### src/rtl/bus_packet_field_decoder_core_macros.svh
// Assertion macros for the bus packet field decoder.
// Used by the top level only; no other dependencies.
`ifndef BUS_PACKET_FIELD_DECODER_CORE_MACROS_SVH
`define BUS_PACKET_FIELD_DECODER_CORE_MACROS_SVH

// same-cycle implication under synchronous active-low reset
`define BPFD_ASSERT_NOW(label, clk, rstn, ante, cons, msg) \
    label: assert property (@(posedge clk) disable iff (!(rstn)) (ante) |-> (cons)) \
        else $error(msg);

// next-cycle implication under synchronous active-low reset
`define BPFD_ASSERT_NEXT(label, clk, rstn, ante, cons, msg) \
    label: assert property (@(posedge clk) disable iff (!(rstn)) (ante) |=> (cons)) \
        else $error(msg);

`endif

### src/rtl/bpfd_pkg.sv
// Shared types, codes and widths for the bus packet field decoder.
// No dependencies; used by bpfd_parser and bus_packet_field_decoder_core.
`timescale 1ns / 1ps

package bpfd_pkg;

    localparam int S_TDATA_W = 8;
    localparam int S_TUSER_W = 1;
    localparam int M_TDATA_W = 40;
    localparam int M_TUSER_W = 3;

    localparam logic [3:0] TYPE_CMD_SEND   = 4'h6;
    localparam logic [3:0] TYPE_RSP_STATUS = 4'h8;
    localparam logic [3:0] TYPE_RSP_SEND   = 4'hB;
    localparam logic [3:0] TYPE_UNKNOWN_LO = 4'hE;

    localparam logic [2:0] ROLE_HEADER   = 3'd0;
    localparam logic [2:0] ROLE_LEN_HI   = 3'd1;
    localparam logic [2:0] ROLE_LEN_LO   = 3'd2;
    localparam logic [2:0] ROLE_TXCODE   = 3'd3;
    localparam logic [2:0] ROLE_DEVSTAT  = 3'd4;
    localparam logic [2:0] ROLE_PAYLOAD  = 3'd5;
    localparam logic [2:0] ROLE_CHECKSUM = 3'd6;

    localparam logic [7:0] TXCODE_BLOCK = 8'h01;

    typedef struct packed {
        logic        valid;
        logic [2:0]  field_role;
        logic [3:0]  device_number;
        logic [3:0]  packet_type;
        logic [7:0]  byte_value;
        logic [15:0] message_length;
        logic        block_mode;
        logic        unknown_type;
        logic        end_of_packet;
    } bpfd_result_t;

    function automatic logic has_length(input logic [3:0] ptype);
        return (ptype == TYPE_CMD_SEND) || (ptype == TYPE_RSP_SEND) ||
               (ptype == TYPE_RSP_STATUS);
    endfunction

endpackage

### src/rtl/bus_packet_field_decoder_core.sv
// Top level of the bus packet field decoder: input register, parser, result register.
// Depends on bpfd_pkg, bpfd_parser and bus_packet_field_decoder_core_macros.svh.
`timescale 1ns / 1ps
`include "bus_packet_field_decoder_core_macros.svh"

// Labels each received bus byte with its role in a packet (header, length, transmit
// code, device status, payload, checksum) and marks the last byte with m_tlast. An
// idle request (s_tuser set) produces no result and rearms header detection; bytes
// after a packet's end produce nothing until an idle request. One request is taken
// every clock cycle unless backpressure stalls the input; a result passes through
// the input register and then the result register, with the phase update done
// while its request is in the input register. Backpressure on m_tready stalls the
// input side only once both registers are full.
module bus_packet_field_decoder_core (
    input  logic                            aclk,
    input  logic                            aresetn,
    input  logic                            s_tvalid,
    output logic                            s_tready,
    input  logic [bpfd_pkg::S_TDATA_W-1:0]  s_tdata,   // [7:0] data_byte
    input  logic [bpfd_pkg::S_TUSER_W-1:0]  s_tuser,   // [0] command
    output logic                            m_tvalid,
    input  logic                            m_tready,
    output logic [bpfd_pkg::M_TDATA_W-1:0]  m_tdata,   // [3:0] device_number,
                                                       // [7:4] packet_type,
                                                       // [15:8] byte_value,
                                                       // [31:16] message_length,
                                                       // [32] block_mode,
                                                       // [33] unknown_type, rest zero
    output logic [bpfd_pkg::M_TUSER_W-1:0]  m_tuser,   // [2:0] field_role
    output logic                            m_tlast
);
    import bpfd_pkg::*;

    logic         in_valid_reg;
    logic         in_cmd_reg;
    logic [7:0]   in_byte_reg;
    logic         out_valid_reg, out_valid_next;
    bpfd_result_t out_reg;
    bpfd_result_t res;
    logic         advance;
    logic         out_load;

    bpfd_parser u_parser (
        .aclk      (aclk),
        .aresetn   (aresetn),
        .step      (advance),
        .command   (in_cmd_reg),
        .data_byte (in_byte_reg),
        .result    (res)
    );

    assign advance  = in_valid_reg && (!res.valid || !out_valid_reg || m_tready);
    assign out_load = advance && res.valid;
    assign s_tready = !in_valid_reg || advance;

    always_comb begin
        out_valid_next = out_valid_reg;
        if (out_load) begin
            out_valid_next = 1'b1;
        end else if (m_tready) begin
            out_valid_next = 1'b0;
        end
    end

    always_ff @(posedge aclk) begin
        if (!aresetn) begin
            in_valid_reg  <= 1'b0;
            out_valid_reg <= 1'b0;
        end else begin
            if (s_tready) begin
                in_valid_reg <= s_tvalid;
            end
            out_valid_reg <= out_valid_next;
        end
    end

    always_ff @(posedge aclk) begin
        if (s_tready && s_tvalid) begin
            in_cmd_reg  <= s_tuser[0];
            in_byte_reg <= s_tdata[7:0];
        end
        if (out_load) begin
            out_reg <= res;
        end
    end

    assign m_tvalid = out_valid_reg;
    assign m_tuser  = out_reg.field_role;
    assign m_tlast  = out_reg.end_of_packet;
    assign m_tdata  = {6'd0, out_reg.unknown_type, out_reg.block_mode,
                       out_reg.message_length, out_reg.byte_value,
                       out_reg.packet_type, out_reg.device_number};

    `BPFD_ASSERT_NOW(a_hdr_clean, aclk, aresetn, (m_tvalid && (m_tuser == ROLE_HEADER)), ((m_tdata[31:16] == 16'd0) && !m_tdata[32]), "header result carries length or block mode")
    `BPFD_ASSERT_NOW(a_last_role, aclk, aresetn, (m_tvalid && m_tlast), ((m_tuser == ROLE_HEADER) || (m_tuser == ROLE_CHECKSUM)), "packet end on a role that cannot end a packet")
    `BPFD_ASSERT_NOW(a_block_role, aclk, aresetn, (m_tvalid && m_tdata[32]), (m_tuser == ROLE_TXCODE), "block mode outside the transmit code byte")
    `BPFD_ASSERT_NEXT(a_in_hold, aclk, aresetn, (in_valid_reg && !advance), (in_valid_reg && $stable(in_byte_reg) && $stable(in_cmd_reg)), "stalled input register changed")

endmodule

### src/rtl/bpfd_parser.sv
// Packet phase tracker and byte labeler for the bus packet field decoder.
// Depends on bpfd_pkg; state advances once per stepped request.
`timescale 1ns / 1ps

module bpfd_parser (
    input  logic                  aclk,
    input  logic                  aresetn,
    input  logic                  step,
    input  logic                  command,
    input  logic [7:0]            data_byte,
    output bpfd_pkg::bpfd_result_t result
);
    import bpfd_pkg::*;

    typedef enum logic [2:0] {
        PH_HEADER,
        PH_LEN_HI,
        PH_LEN_LO,
        PH_PAYLOAD,
        PH_CHECKSUM,
        PH_TXCODE,
        PH_DEVSTATUS,
        PH_WAIT_IDLE
    } phase_t;

    phase_t      phase_reg, phase_next;
    logic [15:0] remain_reg, remain_next;
    logic [7:0]  len_hi_reg, len_hi_next;
    logic [3:0]  device_reg, device_next;
    logic [3:0]  ptype_reg, ptype_next;
    logic [15:0] length_reg, length_next;
    logic [2:0]  role;
    logic        block;
    logic        eop;
    logic        emit;
    logic [15:0] length_asm;

    assign length_asm = {len_hi_reg, data_byte};

    always_comb begin
        phase_next  = phase_reg;
        remain_next = remain_reg;
        len_hi_next = len_hi_reg;
        device_next = device_reg;
        ptype_next  = ptype_reg;
        length_next = length_reg;
        role        = ROLE_HEADER;
        block       = 1'b0;
        eop         = 1'b0;
        emit        = 1'b0;
        if (command) begin
            phase_next = PH_HEADER;
        end else begin
            emit = 1'b1;
            unique case (phase_reg)
                PH_HEADER: begin
                    device_next = data_byte[3:0];
                    ptype_next  = data_byte[7:4];
                    length_next = '0;
                    len_hi_next = '0;
                    remain_next = '0;
                    role        = ROLE_HEADER;
                    if (has_length(data_byte[7:4])) begin
                        phase_next = PH_LEN_HI;
                    end else begin
                        eop        = 1'b1;
                        phase_next = PH_WAIT_IDLE;
                    end
                end
                PH_LEN_HI: begin
                    len_hi_next = data_byte;
                    role        = ROLE_LEN_HI;
                    phase_next  = PH_LEN_LO;
                end
                PH_LEN_LO: begin
                    length_next = length_asm;
                    role        = ROLE_LEN_LO;
                    if (ptype_reg == TYPE_RSP_STATUS) begin
                        phase_next = PH_TXCODE;
                    end else begin
                        remain_next = length_asm;
                        phase_next  = (length_asm != '0) ? PH_PAYLOAD : PH_CHECKSUM;
                    end
                end
                PH_PAYLOAD: begin
                    role        = ROLE_PAYLOAD;
                    remain_next = remain_reg - 16'd1;
                    if (remain_next == '0) begin
                        phase_next = PH_CHECKSUM;
                    end
                end
                PH_TXCODE: begin
                    role       = ROLE_TXCODE;
                    block      = (data_byte == TXCODE_BLOCK);
                    phase_next = PH_DEVSTATUS;
                end
                PH_DEVSTATUS: begin
                    role       = ROLE_DEVSTAT;
                    phase_next = PH_CHECKSUM;
                end
                PH_CHECKSUM: begin
                    role       = ROLE_CHECKSUM;
                    eop        = 1'b1;
                    phase_next = PH_WAIT_IDLE;
                end
                PH_WAIT_IDLE: begin
                    emit = 1'b0;
                end
                default: begin
                    emit       = 1'b0;
                    phase_next = PH_WAIT_IDLE;
                end
            endcase
        end
    end

    always_comb begin
        result.valid          = emit;
        result.field_role     = role;
        result.device_number  = device_next;
        result.packet_type    = ptype_next;
        result.byte_value     = data_byte;
        result.message_length = length_next;
        result.block_mode     = block;
        result.unknown_type   = (ptype_next >= TYPE_UNKNOWN_LO);
        result.end_of_packet  = eop;
    end

    always_ff @(posedge aclk) begin
        if (!aresetn) begin
            phase_reg  <= PH_HEADER;
            remain_reg <= '0;
            len_hi_reg <= '0;
            device_reg <= '0;
            ptype_reg  <= '0;
            length_reg <= '0;
        end else if (step) begin
            phase_reg  <= phase_next;
            remain_reg <= remain_next;
            len_hi_reg <= len_hi_next;
            device_reg <= device_next;
            ptype_reg  <= ptype_next;
            length_reg <= length_next;
        end
    end

endmodule

### config.mk
export PLATFORM = sky130hd
export DESIGN_NAME = bus_packet_field_decoder_core
export DESIGN_NICKNAME = d
export VERILOG_FILES = /design/src/rtl/bpfd_pkg.sv /design/src/rtl/bus_packet_field_decoder_core.sv /design/src/rtl/bpfd_parser.sv
export VERILOG_INCLUDE_DIRS = /design/src /design/src/rtl
export SDC_FILE = /design/constraint.sdc
export NUM_CORES = 1
export LEC_CHECK = 0
export BUFFER_PORTS_ARGS = -buffer_cell sky130_fd_sc_hd__buf_2
export CORE_ASPECT_RATIO = 0.9
export CORE_UTILIZATION = 45
export DETAILED_ROUTE_END_ITERATION = 12
export GPL_TIMING_DRIVEN = 0
export HOLD_SLACK_MARGIN = 0.08
export PLACE_DENSITY_LB_ADDON = 0.1
export SYNTH_ARGS = -nofsm -noshare
export SYNTH_HDL_FRONTEND = slang
export SYNTH_SLANG_ARGS = --single-unit
### constraint.sdc
create_clock -name aclk -period 2.65 [get_ports aclk]
set_clock_uncertainty 0.05 [all_clocks]
set_input_delay 0 -clock aclk [delete_from_list [all_inputs] [get_ports aclk]]
set_output_delay 0 -clock aclk [all_outputs]
set_load 0.05 [all_outputs]
==> out/qor.yml <==
crit_type: "register to register"
post_cts_buffers: 0
placement.cell_area_um2: 5119
rsz0062_at_grt: "no"
cp-end-kind: "register"
r2r-start: "u_parser.phase_reg[0]"
slew_viol_final: 0
clk_latency_ns: 0.34
crit_fanout: 10
die_area_um2: 10770
synth_top_area_share_pct: 30.29
period_share_pct: 91.75
grt_max_degree: 34
synth.yosys.warnings: 0
synthCells: 445
routed_via_density: 5.483
relSlewSlack_pct: 38.48
crit_path_start: "u_parser.phase_reg[0]"
vias: 3597
fp.dieW_um: 109.3
antenna_found_initial: 0
area_growth_pct: 19.28
multi_input_area_um2: 2003
firstDrtPassIters: 5
outcome: "completed"
cp-start-kind: "register"
synth-seq-cells: 100
synth_cell_types: 69
synth_edf_count: 47
ctsResizeCount: 0
tightest_slew_ns: 0.9158
hold_path_class: "primary input to register"
finalPower_mw: 3.482
clock-sinks: 100
place_congestion: 0.8803
dpl.hpwl_um: 7641
drc: 0
critPathArrivalTime_ns: 2.66
synthArstFlopShare_pct: 0
fin_nets: 540
drive_above_1_share_pct: 21.32
finalInstanceArea_um2: 5558
reg2reg_setup_slack_ns: 0.22
maxCapViolCount: 0
endpoint: "u_parser.remain_reg[12]"
synth_top_area_cell: "edfxtp_1"
clk_pin_slew_ns: 0.08
cts_buffers: 9
grt_pass1_vias: 3477
p_leak_nw: 2.100
globalRouteOverflowTotal: 0
syn_area_per_cell_um2: 10.47
ctsHoldBuffers: 12
nFillCells: 881
crit_required_ns: 2.88
core-area_um2: 9869
grt_pass1_wl_um: 17810
drtIter0Drc: 169
regArea_um2: 2472
tritoncts: "yes"
die_h_um: 98.54
synth_area_um2: 4659
synthTopCellsByArea: "edfxtp_1, dfxtp_1, nand2_1"
drt-total-wl_um: 11190
wl_per_cell_um: 17.05
setup_violations: 0
synth_flop_cell: "dfxtp_1"
grt_util_all_layers_pct: 21.74
r2r_cells: 8
ant_nets: 0
cts_root_buf: "clkbuf_16"
largest_register_ffs: 34
n_antenna_cell: 0
htreeDepth: 3
powerDensity_nw_per_um2: 626.5
clockBufferDepth: 2
finalHoldViolations: 0
start_util_pct: 47.21
ios: 59
period_minus_slack_ns: 2.431
synth-seq-area-share_pct: 53.06
timing.rr.end: "u_parser.remain_reg[12]"
std_cell_rows: 34
portBuffers: 51
vdd_drop_max_v: 0.0003249
fmax_mhz: 411.3
[logic make-up after synthesis]
group	share of synthesized area [%]
and+or+nand+nor	19.41
AOI/OAI and AO/OA	17.35
DFF	53.06
buffers and inverters	4.511
xor gates and xnor gates	2.256
muxes	2.793
adders and majority gates	0.5370
other	0.08048
[worst max-delay path, cell delays in order (launching register included)]
cell and delay (ns):
dfxtp_1 0.31, buf_2 0.21, a31o_2 0.26, o21ai_2 0.18, nor4_1 0.60, buf_2 0.34
nand2_1 0.11, o21ai_0 0.19, and2_1 0.13
[cells in the mapped netlist, types with 5 or more instances]
library cell	n
nor4_1	5
mux2_2	8
nor3_1	10
edfxtp_1	47
a21boi_0	22
nand2_1	62
nand3_1	7
a22o_1	17
o21ai_0	14
and2_1	6
a21oi_1	5
buf_4	9
xnor2_1	8
inv_1	7
buf_2	9
clkbuf_1	14
dfxtp_1	53
a22oi_1	15
nor2b_1	22
nor2_1	23
[layout by cell type, fill, tap and decap left out, types with 7 or more instances in the layout]
cell            n
xnor2_1         8
buf_4           9
inv_1           7
dlygate4sd3_1  12
a22o_1         17
a22oi_1        15
nor3_1         10
edfxtp_1       47
a21boi_0       22
nor2_1         22
nand3_1         7
clkbuf_16       9
o21ai_0        14
buf_2          60
nand2_1        62
nor2b_1        22
clkbuf_1       14
dfxtp_1        53
mux2_2          8
[through the flow]
step           util [%]  setup slack [ns]  setup TNS, ns  hold slack, ns  instances
6_report          56.31            0.2187              0          0.3080        656
5_1_grt           56.31           0.01648              0          0.3157        656
4_1_cts           56.31            0.2556              0          0.3012        656
3_5_place_dp      51.86            0.2828              0          0.1281        628
3_3_place_gp      51.61           -0.1635         -6.046          0.1264        627
2_1_floorplan         -            0.3782              0         0.04887        450
[metal layers]
metal	track usage (%)	vias up	wire [µm]
met5	0	-	0
met2	33.53	107	5057
met1	30.41	1704	5331
met4	8.103	0	272
met3	3.836	21	525
li1	-	1765	-
[report_power, final]
group          total, mW  internal (mW)  leakage, nW  switching, mW
logic              0.417          0.148         1.06          0.269
clock network       1.38          0.775        0.152          0.602
registers           1.69           1.65        0.884         0.0347
total               3.48           2.58         2.10          0.905
[cell type report]
class	count	share of cell area, %
plain buffers	35	3.309
clock buffers	10	4.300
clock inverters	6	1.441
inverters	7	0.4728
multi-input cells	308	36.04
flip-flops and latches	100	44.48
well taps	126	2.837
repair buffers	64	7.114
[worst min path at each step]
stage / startpoint / endpoint / slack, ns / cells past startpoint
final: s_tdata[7] / in_byte_reg[7] / 0.31 / 2
after global routing: s_tdata[4] / in_byte_reg[4] / 0.32 / 2
after CTS: s_tuser / in_cmd_reg / 0.30 / 2
after detailed placement: s_tdata[5] / in_byte_reg[5] / 0.13 / 1
after global placement: s_tdata[5] / in_byte_reg[5] / 0.13 / 1
after floorplan: s_tdata[0] / in_byte_reg[0] / 0.05 / 0
(Power assumes the default switching activity.)
